**config.mk**
```make
export PLATFORM = sky130hd
export DESIGN_NAME = dual_queue_valve_dosing_sequencer_top
export DESIGN_NICKNAME = d
export VERILOG_FILES = /design/src/design/dqvds_pkg.sv /design/src/design/dual_queue_valve_dosing_sequencer_top.sv /design/src/design/dqvds_side.sv /design/src/design/dqvds_csr.sv
export VERILOG_INCLUDE_DIRS = /design/src /design/src/design
export SDC_FILE = /design/constraint.sdc
export NUM_CORES = 1
export LEC_CHECK = 0
export ABC_CLOCK_PERIOD_IN_PS = 8200
export BUFFER_PORTS_ARGS = -buffer_cell sky130_fd_sc_hd__buf_2
export CAP_MARGIN = 10
export CORE_MARGIN = 3
export CORE_UTILIZATION = 60
export DETAILED_ROUTE_END_ITERATION = 6
export GPL_ROUTABILITY_DRIVEN = 1
export PLACE_DENSITY = 0.79
export SKIP_CTS_REPAIR_TIMING = 1
export SLEW_MARGIN = 20
export SYNTH_ARGS = -nofsm -noshare
export SYNTH_HDL_FRONTEND = slang
export SYNTH_SLANG_ARGS = --single-unit
```
**constraint.sdc**
```tcl
create_clock -name clock -period 8.2 [get_ports clock]
set_input_delay 1.23 -clock clock [delete_from_list [all_inputs] [get_ports clock]]
set_output_delay 1.23 -clock clock [all_outputs]
set_load 0.1 [all_outputs]
```
**src/design/dual_queue_valve_dosing_sequencer_top_assert.svh**
```systemverilog
// assertion macros for the dosing sequencer top level
`ifndef DUAL_QUEUE_VALVE_DOSING_SEQUENCER_TOP_ASSERT_SVH
`define DUAL_QUEUE_VALVE_DOSING_SEQUENCER_TOP_ASSERT_SVH

`ifndef NO_ASSERTIONS

// same-cycle implication, checked out of reset
`define DQVDS_ASSERT_IMPLY(label, pre, post) \
   label: assert property (@(posedge clock) disable iff (reset) (pre) |-> (post)) \
      else $error("dosing sequencer check failed");

// next-cycle implication, checked out of reset
`define DQVDS_ASSERT_NEXT(label, pre, post) \
   label: assert property (@(posedge clock) disable iff (reset) (pre) |=> (post)) \
      else $error("dosing sequencer check failed");

`else

`define DQVDS_ASSERT_IMPLY(label, pre, post)
`define DQVDS_ASSERT_NEXT(label, pre, post)

`endif

`endif

```
**src/design/dqvds_pkg.sv**
```systemverilog
// shared constants, types and helpers of the dosing sequencer
package dqvds_pkg;

   localparam int QUEUE_DEPTH = 3;
   localparam int NUM_VALVES  = 6;

   localparam int CNT_W   = 22;
   localparam int SEC_W   = 12;
   localparam int ID_W    = 3;
   localparam int COUNT_W = $clog2(QUEUE_DEPTH + 1);
   localparam int IDX_W   = (QUEUE_DEPTH > 1) ? $clog2(QUEUE_DEPTH) : 1;
   localparam int ADDR_W  = 3;
   localparam int DATA_W  = 32;

   localparam logic [CNT_W-1:0]  CNT_MAX  = {CNT_W{1'b1}};
   localparam logic [CNT_W-1:0]  GAP_MS   = CNT_W'(2000);
   localparam logic [CNT_W-1:0]  MS_PER_S = CNT_W'(1000);
   localparam logic [SEC_W-1:0]  OPEN_SECONDS_RST = SEC_W'(5);

   // input mode codes
   typedef logic [1:0] mode_type;
   localparam mode_type MODE_TICK  = 2'd0;
   localparam mode_type MODE_ENQ   = 2'd1;
   localparam mode_type MODE_CLEAR = 2'd2;

   // register index held in the address bit above the word offset
   localparam logic REG_PH_OPEN  = 1'b0;
   localparam logic REG_ORP_OPEN = 1'b1;

   // per-side command for one transaction
   typedef struct packed {
      logic tick;
      logic enq;
      logic clear;
   } side_ctrl_type;

   // per-side result of one transaction
   typedef struct packed {
      logic                  accepted;
      logic                  opened;
      logic [ID_W-1:0]       opened_valve;
      logic [NUM_VALVES-1:0] drive;
   } side_stat_type;

   // per-side timing thresholds in milliseconds
   typedef struct packed {
      logic [CNT_W-1:0] valve_ms;
      logic [CNT_W-1:0] queue_ms;
   } side_time_type;

   // saturating millisecond counter step
   function automatic logic [CNT_W-1:0] sat_inc(input logic [CNT_W-1:0] v);
      return (v == CNT_MAX) ? v : v + CNT_W'(1);
   endfunction

endpackage

```
**src/design/dual_queue_valve_dosing_sequencer_top.sv**
```systemverilog
// top level of the two-sided valve dosing sequencer
//
//   channel   direction  handshake                fields
//   req_      in         req_valid / req_stall    mode, valve_id
//   rsp_      out        rsp_valid / rsp_stall    accepted, valve_drive, opened flags and ids
//   csr_      in/out     psel, penable, pready    ph_open_seconds, orp_open_seconds
//
// one transaction in per cycle while req_stall is low; the input register takes each
// transaction when it is accepted, and the side logic then feeds its result into the
// result register, from which it is valid.
// a stalled result holds the result register; the input register then holds and
// req_stall rises, so at most two transactions are in flight.
// reset is synchronous; queues read empty afterwards.
module dual_queue_valve_dosing_sequencer_top
   import dqvds_pkg::*;
(
   input  logic                  clock,
   input  logic                  reset,
   input  logic                  req_valid,
   output logic                  req_stall,
   input  logic [1:0]            req_mode,
   input  logic [ID_W-1:0]       req_valve_id,
   output logic                  rsp_valid,
   input  logic                  rsp_stall,
   output logic                  rsp_accepted,
   output logic [NUM_VALVES-1:0] rsp_valve_drive,
   output logic                  rsp_ph_opened,
   output logic [ID_W-1:0]       rsp_ph_opened_valve,
   output logic                  rsp_orp_opened,
   output logic [ID_W-1:0]       rsp_orp_opened_valve,
   input  logic                  csr_psel,
   input  logic                  csr_penable,
   input  logic                  csr_pwrite,
   input  logic [ADDR_W-1:0]     csr_paddr,
   input  logic [DATA_W-1:0]     csr_pwdata,
   output logic [DATA_W-1:0]     csr_prdata,
   output logic                  csr_pready
);

   logic                  in_valid_ff, in_valid_in;
   mode_type              in_mode_ff, in_mode_in;
   logic [ID_W-1:0]       in_id_ff, in_id_in;

   logic                  rsp_valid_ff, rsp_valid_in;
   logic                  accepted_ff, accepted_in;
   logic [NUM_VALVES-1:0] drive_ff, drive_in;
   logic                  ph_opened_ff, ph_opened_in;
   logic [ID_W-1:0]       ph_valve_ff, ph_valve_in;
   logic                  orp_opened_ff, orp_opened_in;
   logic [ID_W-1:0]       orp_valve_ff, orp_valve_in;

   logic                  fire;
   logic                  req_take;
   logic                  id_ok;
   side_ctrl_type         ph_ctrl, orp_ctrl;
   side_stat_type         ph_stat, orp_stat;
   side_time_type         ph_times, orp_times;

   // handshake control
   assign fire      = in_valid_ff && (!rsp_valid_ff || !rsp_stall);
   assign req_stall = in_valid_ff && !fire;
   assign req_take  = req_valid && !req_stall;

   // input register
   always_comb begin
      in_valid_in = in_valid_ff;
      in_mode_in  = in_mode_ff;
      in_id_in    = in_id_ff;
      if (!req_stall) begin
         in_valid_in = req_valid;
      end
      if (req_take) begin
         in_mode_in = req_mode;
         in_id_in   = req_valve_id;
      end
   end

   // route the transaction to the sides
   assign id_ok = ({1'b0, in_id_ff} < (ID_W + 1)'(NUM_VALVES));

   always_comb begin
      ph_ctrl  = '0;
      orp_ctrl = '0;
      if (fire) begin
         unique case (in_mode_ff)
            MODE_TICK: begin
               ph_ctrl.tick  = 1'b1;
               orp_ctrl.tick = 1'b1;
            end
            MODE_ENQ: begin
               ph_ctrl.enq  = id_ok && !in_id_ff[0];
               orp_ctrl.enq = id_ok && in_id_ff[0];
            end
            MODE_CLEAR: begin
               ph_ctrl.clear  = 1'b1;
               orp_ctrl.clear = 1'b1;
            end
            default: begin
               ph_ctrl = '0;
            end
         endcase
      end
   end

   dqvds_csr u_csr (
      .clock     (clock),
      .reset     (reset),
      .psel      (csr_psel),
      .penable   (csr_penable),
      .pwrite    (csr_pwrite),
      .paddr     (csr_paddr),
      .pwdata    (csr_pwdata),
      .prdata    (csr_prdata),
      .pready    (csr_pready),
      .ph_times  (ph_times),
      .orp_times (orp_times)
   );

   dqvds_side u_ph_side (
      .clock  (clock),
      .reset  (reset),
      .ctrl   (ph_ctrl),
      .enq_id (in_id_ff),
      .times  (ph_times),
      .stat   (ph_stat)
   );

   dqvds_side u_orp_side (
      .clock  (clock),
      .reset  (reset),
      .ctrl   (orp_ctrl),
      .enq_id (in_id_ff),
      .times  (orp_times),
      .stat   (orp_stat)
   );

   // result register
   always_comb begin
      rsp_valid_in  = fire || (rsp_valid_ff && rsp_stall);
      accepted_in   = accepted_ff;
      drive_in      = drive_ff;
      ph_opened_in  = ph_opened_ff;
      ph_valve_in   = ph_valve_ff;
      orp_opened_in = orp_opened_ff;
      orp_valve_in  = orp_valve_ff;
      if (fire) begin
         accepted_in   = ph_stat.accepted || orp_stat.accepted;
         drive_in      = ph_stat.drive | orp_stat.drive;
         ph_opened_in  = ph_stat.opened;
         ph_valve_in   = ph_stat.opened_valve;
         orp_opened_in = orp_stat.opened;
         orp_valve_in  = orp_stat.opened_valve;
      end
   end

   always_ff @(posedge clock) begin
      if (reset) begin
         in_valid_ff  <= 1'b0;
         rsp_valid_ff <= 1'b0;
      end else begin
         in_valid_ff  <= in_valid_in;
         rsp_valid_ff <= rsp_valid_in;
      end
   end

   always_ff @(posedge clock) begin
      in_mode_ff    <= in_mode_in;
      in_id_ff      <= in_id_in;
      accepted_ff   <= accepted_in;
      drive_ff      <= drive_in;
      ph_opened_ff  <= ph_opened_in;
      ph_valve_ff   <= ph_valve_in;
      orp_opened_ff <= orp_opened_in;
      orp_valve_ff  <= orp_valve_in;
   end

   assign rsp_valid            = rsp_valid_ff;
   assign rsp_accepted         = accepted_ff;
   assign rsp_valve_drive      = drive_ff;
   assign rsp_ph_opened        = ph_opened_ff;
   assign rsp_ph_opened_valve  = ph_valve_ff;
   assign rsp_orp_opened       = orp_opened_ff;
   assign rsp_orp_opened_valve = orp_valve_ff;

   // checks
`include "dual_queue_valve_dosing_sequencer_top_assert.svh"

   `DQVDS_ASSERT_NEXT(a_fire_gives_result, fire, rsp_valid_ff)
   `DQVDS_ASSERT_IMPLY(a_enq_no_open, rsp_valid_ff && accepted_ff, !ph_opened_ff && !orp_opened_ff)
   `DQVDS_ASSERT_IMPLY(a_ph_even, rsp_valid_ff && ph_opened_ff, !ph_valve_ff[0])
   `DQVDS_ASSERT_IMPLY(a_orp_odd, rsp_valid_ff && orp_opened_ff, orp_valve_ff[0])

endmodule

```
**src/design/dqvds_side.sv**
```systemverilog
// one dosing side: valve queue, open timer and dequeue spacing
module dqvds_side
   import dqvds_pkg::*;
(
   input  logic            clock,
   input  logic            reset,
   input  side_ctrl_type   ctrl,
   input  logic [ID_W-1:0] enq_id,
   input  side_time_type   times,
   output side_stat_type   stat
);

   logic [ID_W-1:0]    fifo_ff [QUEUE_DEPTH];
   logic [ID_W-1:0]    fifo_in [QUEUE_DEPTH];
   logic [COUNT_W-1:0] count_ff, count_in;
   logic               is_open_ff, is_open_in;
   logic [ID_W-1:0]    open_valve_ff, open_valve_in;
   logic [CNT_W-1:0]   elapsed_ff, elapsed_in;
   logic [CNT_W-1:0]   since_ff, since_in;

   logic [CNT_W-1:0]   elapsed_inc;
   logic [CNT_W-1:0]   since_inc;
   logic               close_now;
   logic               still_open;
   logic               pop;
   logic               enq_ok;

   // tick decisions
   assign elapsed_inc = sat_inc(elapsed_ff);
   assign since_inc   = sat_inc(since_ff);
   assign close_now   = is_open_ff && (elapsed_inc >= times.valve_ms);
   assign still_open  = is_open_ff && !close_now;
   assign pop         = !still_open && (count_ff != '0) && (since_inc >= times.queue_ms);
   assign enq_ok      = ctrl.enq && (count_ff < COUNT_W'(QUEUE_DEPTH));

   // queue storage: shift on pop, write at the fill level on enqueue
   always_comb begin
      fifo_in = fifo_ff;
      if (ctrl.tick && pop) begin
         for (int i = 0; i < QUEUE_DEPTH - 1; i++) begin
            fifo_in[i] = fifo_ff[i + 1];
         end
      end else if (enq_ok) begin
         fifo_in[count_ff[IDX_W-1:0]] = enq_id;
      end
   end

   // control state next values
   always_comb begin
      count_in      = count_ff;
      is_open_in    = is_open_ff;
      open_valve_in = open_valve_ff;
      elapsed_in    = elapsed_ff;
      since_in      = since_ff;
      if (ctrl.clear) begin
         count_in      = '0;
         is_open_in    = 1'b0;
         open_valve_in = '0;
         elapsed_in    = '0;
         since_in      = CNT_MAX;
      end else if (ctrl.tick) begin
         if (pop) begin
            count_in      = count_ff - COUNT_W'(1);
            is_open_in    = 1'b1;
            open_valve_in = fifo_ff[0];
            elapsed_in    = '0;
            since_in      = '0;
         end else begin
            is_open_in    = still_open;
            open_valve_in = close_now ? '0 : open_valve_ff;
            elapsed_in    = elapsed_inc;
            since_in      = since_inc;
         end
      end else if (enq_ok) begin
         count_in = count_ff + COUNT_W'(1);
      end
   end

   // transaction status from the updated state
   always_comb begin
      stat.accepted     = enq_ok;
      stat.opened       = ctrl.tick && pop;
      stat.opened_valve = (ctrl.tick && pop) ? fifo_ff[0] : '0;
      stat.drive        = '0;
      if (is_open_in && ({1'b0, open_valve_in} < (ID_W + 1)'(NUM_VALVES))) begin
         stat.drive = NUM_VALVES'(1) << open_valve_in;
      end
   end

   // queue entries carry no reset
   always_ff @(posedge clock) begin
      fifo_ff <= fifo_in;
   end

   always_ff @(posedge clock) begin
      if (reset) begin
         count_ff      <= '0;
         is_open_ff    <= 1'b0;
         open_valve_ff <= '0;
         elapsed_ff    <= '0;
         since_ff      <= CNT_MAX;
      end else begin
         count_ff      <= count_in;
         is_open_ff    <= is_open_in;
         open_valve_ff <= open_valve_in;
         elapsed_ff    <= elapsed_in;
         since_ff      <= since_in;
      end
   end

endmodule

```
**src/design/dqvds_csr.sv**
```systemverilog
// open-time registers with their millisecond thresholds
module dqvds_csr
   import dqvds_pkg::*;
(
   input  logic              clock,
   input  logic              reset,
   input  logic              psel,
   input  logic              penable,
   input  logic              pwrite,
   input  logic [ADDR_W-1:0] paddr,
   input  logic [DATA_W-1:0] pwdata,
   output logic [DATA_W-1:0] prdata,
   output logic              pready,
   output side_time_type     ph_times,
   output side_time_type     orp_times
);

   logic [SEC_W-1:0] ph_seconds_ff,  ph_seconds_in;
   logic [SEC_W-1:0] orp_seconds_ff, orp_seconds_in;
   side_time_type    ph_times_ff,  ph_times_in;
   side_time_type    orp_times_ff, orp_times_in;

   logic             wr_en;
   logic             sel_reg;
   logic [CNT_W-1:0] wr_ms;

   assign pready  = 1'b1;
   assign wr_en   = psel && penable && pwrite;
   assign sel_reg = paddr[2];

   // seconds to milliseconds at write time
   assign wr_ms = CNT_W'(pwdata[SEC_W-1:0]) * MS_PER_S;

   always_comb begin
      ph_seconds_in  = ph_seconds_ff;
      orp_seconds_in = orp_seconds_ff;
      ph_times_in    = ph_times_ff;
      orp_times_in   = orp_times_ff;
      if (wr_en) begin
         unique case (sel_reg)
            REG_PH_OPEN: begin
               ph_seconds_in        = pwdata[SEC_W-1:0];
               ph_times_in.valve_ms = wr_ms;
               ph_times_in.queue_ms = wr_ms + GAP_MS;
            end
            REG_ORP_OPEN: begin
               orp_seconds_in        = pwdata[SEC_W-1:0];
               orp_times_in.valve_ms = wr_ms;
               orp_times_in.queue_ms = wr_ms + GAP_MS;
            end
            default: begin
               ph_seconds_in = ph_seconds_ff;
            end
         endcase
      end
   end

   // read back
   assign prdata = (sel_reg == REG_ORP_OPEN) ? DATA_W'(orp_seconds_ff)
                                             : DATA_W'(ph_seconds_ff);

   assign ph_times  = ph_times_ff;
   assign orp_times = orp_times_ff;

   always_ff @(posedge clock) begin
      if (reset) begin
         ph_seconds_ff         <= OPEN_SECONDS_RST;
         orp_seconds_ff        <= OPEN_SECONDS_RST;
         ph_times_ff.valve_ms  <= CNT_W'(OPEN_SECONDS_RST) * MS_PER_S;
         ph_times_ff.queue_ms  <= CNT_W'(OPEN_SECONDS_RST) * MS_PER_S + GAP_MS;
         orp_times_ff.valve_ms <= CNT_W'(OPEN_SECONDS_RST) * MS_PER_S;
         orp_times_ff.queue_ms <= CNT_W'(OPEN_SECONDS_RST) * MS_PER_S + GAP_MS;
      end else begin
         ph_seconds_ff  <= ph_seconds_in;
         orp_seconds_ff <= orp_seconds_in;
         ph_times_ff    <= ph_times_in;
         orp_times_ff   <= orp_times_in;
      end
   end

endmodule

```
==> flow_results.xml <==
<?xml version="1.0" encoding="UTF-8"?>
<metrics>
  <group name="status">
    <metric name="result_of_the_run" unit="">finished clean</metric>
  </group>
  <group name="clocking">
    <metric name="cts.sinks" unit="">234</metric>
    <metric name="clkLatencyLatePin" unit="ps">540</metric>
    <metric name="cts.root.buffer_cell" unit="">clkbuf_16</metric>
    <metric name="cts_max_path_buffers" unit="">3</metric>
    <metric name="ctsHtreeMaxLevel" unit="">1</metric>
    <metric name="cts_tree" unit="">done</metric>
    <metric name="numCtsBuffers" unit="">26</metric>
    <metric name="cts.clk_slew.worst_paths" unit="ps">70</metric>
  </group>
  <group name="logic_synthesis">
    <metric name="synth.area.top_cells" unit="">dfxtp_1, ha_1, edfxtp_1</metric>
    <metric name="seq_area_frac_synth" unit="%">33.6</metric>
    <metric name="number_of_flops_mapped_to_enable_cells_by_yosys" unit="">38</metric>
    <metric name="netlist_area" unit="µm²">15100</metric>
    <metric name="synthesis.instances" unit="">1755</metric>
    <metric name="most_frequent_cell_after_synthesis" unit="">nand2_1</metric>
    <metric name="synth_top_cell_by_area" unit="">dfxtp_1</metric>
    <metric name="ys_dominant_reg_cell" unit="">dfxtp_1</metric>
    <metric name="synth_top_cell_area_share" unit="%">26.0</metric>
    <metric name="synth.cells.most_frequent" unit="">nand2_1, dfxtp_1, a21oi_1</metric>
    <metric name="netlist-cell-type-count" unit="">80</metric>
    <metric name="ys_warn_count" unit="">0</metric>
    <metric name="synth-seq-cells" unit="">234</metric>
    <metric name="async_reset_ff_share" unit="%">0</metric>
    <metric name="avgSynthCellArea" unit="µm²">8.59</metric>
  </group>
  <group name="run">
    <metric name="drv.max_cap_violation_count" unit="">0</metric>
  </group>
  <group name="global_route">
    <metric name="met1_usage" unit="%">35.7</metric>
    <metric name="grt.overflow.total" unit="">0</metric>
    <metric name="grt.busiest_layer" unit="">met2</metric>
    <metric name="grt_antenna_before_repair" unit="">0</metric>
    <metric name="grt_pass1_wl" unit="mm">60.7</metric>
    <metric name="track_usage" unit="%">27.2</metric>
    <metric name="via_count_of_the_first_global_routing_pass" unit="">12365</metric>
    <metric name="met2_usage" unit="%">47.0</metric>
    <metric name="gr-usage-met3" unit="%">3.21</metric>
    <metric name="pin_count_of_the_biggest_net_entering_global_routing" unit="">79</metric>
  </group>
  <group name="power_and_ir_drop">
    <metric name="leakage" unit="nW">6.75</metric>
    <metric name="cellPowerDensity" unit="nW/µm²">267</metric>
    <metric name="power.share.clock" unit="%">29.9</metric>
    <metric name="power.internal" unit="mW">2.69</metric>
    <metric name="power_switching" unit="mW">1.71</metric>
    <metric name="p_comb_share" unit="%">41.7</metric>
    <metric name="max-vdd-ir-drop" unit="µV">211</metric>
    <metric name="swShare" unit="%">38.9</metric>
    <metric name="seq_power_share" unit="%">28.4</metric>
  </group>
  <group name="placed_design">
    <metric name="placed_cell_count" unit="">2063</metric>
    <metric name="place.gp.congestion" unit="">0.888</metric>
    <metric name="port-buffer-count" unit="">53</metric>
    <metric name="place.detailed.hpwl" unit="mm">25.7</metric>
  </group>
  <group name="hold_path">
    <metric name="hp-class" unit="">flip-flop to flip-flop</metric>
  </group>
  <group name="timing">
    <metric name="final.period_utilization" unit="%">76.6</metric>
    <metric name="clock_skew" unit="ps">13.9</metric>
    <metric name="timing_worst_slew_pin_value" unit="ps">904</metric>
    <metric name="rsz0062_at_grt" unit="">no</metric>
    <metric name="finalWorstPathRequiredPeriod" unit="ps">6280</metric>
    <metric name="timing.fmax" unit="MHz">159</metric>
    <metric name="timing.final.setup_violations" unit="">0</metric>
    <metric name="final_number_of_max_transition_violations" unit="">0</metric>
    <metric name="hold_viol_final" unit="">0</metric>
    <metric name="tns" unit="ps">0</metric>
    <metric name="relSlewSlack" unit="%">39.7</metric>
  </group>
  <group name="floorplanning">
    <metric name="die-area" unit="µm²">27100</metric>
    <metric name="floorplan.die.height" unit="µm">165</metric>
    <metric name="placement_rows" unit="">57</metric>
    <metric name="initial_core_util" unit="%">61.4</metric>
    <metric name="pin_count" unit="">97</metric>
    <metric name="floorplan.die.width" unit="µm">165</metric>
    <metric name="core_region_area" unit="µm²">24500</metric>
  </group>
  <group name="worst_setup_path">
    <metric name="path_class" unit="">primary input to flip-flop</metric>
    <metric name="crit_required" unit="ps">8630</metric>
    <metric name="critPathTopFamily" unit="">adder cells</metric>
    <metric name="cp_arrival" unit="ps">6710</metric>
    <metric name="critPathBufInv" unit="">5</metric>
    <metric name="critPathMaxStageDelay" unit="ps">610</metric>
    <metric name="crit_chain" unit="">buf_2, inv_1, fa_1, inv_1, fa_1, inv_1, fa_1, fa_1, inv_1, ha_1, or4_1, o21bai_1, nand2_1, xor2_1, and3b_1, and2_1, nand4_1, xor2_1, a211oi_1</metric>
    <metric name="timing.critical_path.slowest_stage_cell" unit="">xor2_1</metric>
    <metric name="worstPathMaxFanout" unit="">8</metric>
    <metric name="endpoint_class_of_the_critical_path" unit="">flip-flop</metric>
    <metric name="setup.worst_path.start_class" unit="">primary input</metric>
  </group>
  <group name="routing">
    <metric name="drt_pre_antenna_iters" unit="">5</metric>
    <metric name="ant_nets" unit="">0</metric>
    <metric name="initialDrtViolationCount" unit="">938</metric>
    <metric name="routed_wire_length" unit="mm">36.6</metric>
    <metric name="drt_drc_violations_left" unit="">0</metric>
    <metric name="number_of_vias_per_cell_after_detailed_routing" unit="">6.04</metric>
    <metric name="vias" unit="">12767</metric>
    <metric name="routed_wire_length_per_instance" unit="µm">17.3</metric>
  </group>
  <group name="finish">
    <metric name="filler_cell_count" unit="">2006</metric>
    <metric name="final_net_count" unit="">1978</metric>
    <metric name="layout-drive-gt1-share" unit="%">8.50</metric>
    <metric name="syn2layout_area_growth" unit="%">9.27</metric>
    <metric name="n_antenna_cell" unit="">0</metric>
    <metric name="fin_cells" unit="">2112</metric>
  </group>
</metrics>
## worst min-delay path, delay by kind of cell, from the launching register on
| kind | cells | cell delay, ps |
|---|---|---|
| AOI/OAI and AO/OA | 1 | 50 |
| DFF | 1 | 300 |
| and+or+nand+nor | 1 | 50 |
## through the flow
| stage | util, % | instance area (µm²) | hold slack, ps | power [mW] | worst slack, ps |
|---|---|---|---|---|---|
| after floorplan | - | 15100 | 430 | 2.60 | 2060 |
| after global routing | 67.1 | 16500 | 476 | 4.67 | 1730 |
| after detailed placement | 63.1 | 15500 | 447 | 3.06 | 1490 |
| after CTS | 67.1 | 16500 | 454 | 4.39 | 1990 |
| after global placement | 63.1 | 15500 | 439 | 3.00 | 1560 |
| final | 67.1 | 16500 | 451 | 4.39 | 1920 |
## per-layer routing
metal	vias to the layer above	routed length (µm)	share of wire, %
li1	6200	-	-
met1	6096	15600	43
met2	386	17700	48
met3	85	2110	5.8
met4	0	1120	3.0
met5	-	0	0
## area by class of cell
class,count,area [µm²],share of cell area (%)
sequential,234,5060,30.8
timing repair buffer,71,415,2.52
clock buffer,34,743,4.51
multi-input combinational,1287,9060,55.0
tap,324,405,2.46
inverter,148,556,3.37
clock inverter,14,228,1.38
## flip-flops by register name (all words and copies together), names as in the netlist, 6 cells and up
| signal | count |
|---|---|
| u_csr.ph_times | 35 |
| u_ph_side.since_ff | 22 |
| u_ph_side.elapsed_ff | 22 |
| u_csr.orp_seconds_ff | 12 |
| rsp_valve_drive | 6 |
| u_csr.ph_seconds_ff | 12 |
| u_ph_side.fifo_ff | 9 |
| u_orp_side.elapsed_ff | 22 |
| u_orp_side.fifo_ff | 9 |
| u_csr.orp_times | 35 |
| u_orp_side.since_ff | 22 |
## power by group through the flow
stage | registers, mW | clock network, mW | logic (mW)
global placement | 1.27 | 0 | 1.73
global route | 1.25 | 1.38 | 2.04
CTS | 1.25 | 1.33 | 1.81
finish | 1.25 | 1.31 | 1.83
detailed placement | 1.27 | 0 | 1.78
floorplan | 1.28 | 0 | 1.32
## path summary, 6_finish.rpt
path / start / end / slack, ps / cells after the start
setup / recovery: csr_pwdata[1] / u_csr.orp_times[20] / 1920 / 19
hold / removal: u_csr.ph_seconds_ff[7] / u_csr.ph_seconds_ff[7] / 450 / 2
setup reg to reg: u_orp_side.since_ff[17] / rsp_valve_drive[3] / 2430 / 16
hold reg to reg: u_csr.ph_seconds_ff[7] / u_csr.ph_seconds_ff[7] / 450 / 2
## placed cells by master (no fill, tap or decap), types with 10 or more instances in the layout
master     count
nor2b_1       10
buf_2         52
mux2_2        14
edfxtp_1      38
ha_1         125
a211o_1       29
a221o_1       25
o21ai_0       52
nand4_1       35
nor3_1        21
o311ai_0      10
and3_1        24
a211oi_1      34
nand3b_1      16
a21o_1        28
buf_4         18
nor2_1       122
xor2_1        47
nand2_1      211
nand2b_1      10
fa_1          38
a21oi_1      150
nand3_1       57
dfxtp_1      196
conb_1        21
inv_1        148
xnor2_1       51
and2_1        13
clkbuf_16     28
and4_1        11
## cell families (layout without fill, tap and decap cells)
kind of cell	count (synthesis)	after routing	share of synthesized area, %
and+or+nand+nor	586	586	19.0
AOI/OAI and AO/OA	402	402	18.0
other	2	21	0.0498
DFF	234	234	33.6
buffers and inverters	253	267	6.94
xor gates and xnor gates	98	98	5.69
muxes	17	17	1.25
adders and majority gates	163	163	15.4
Power figures use the tool's default switching activity.
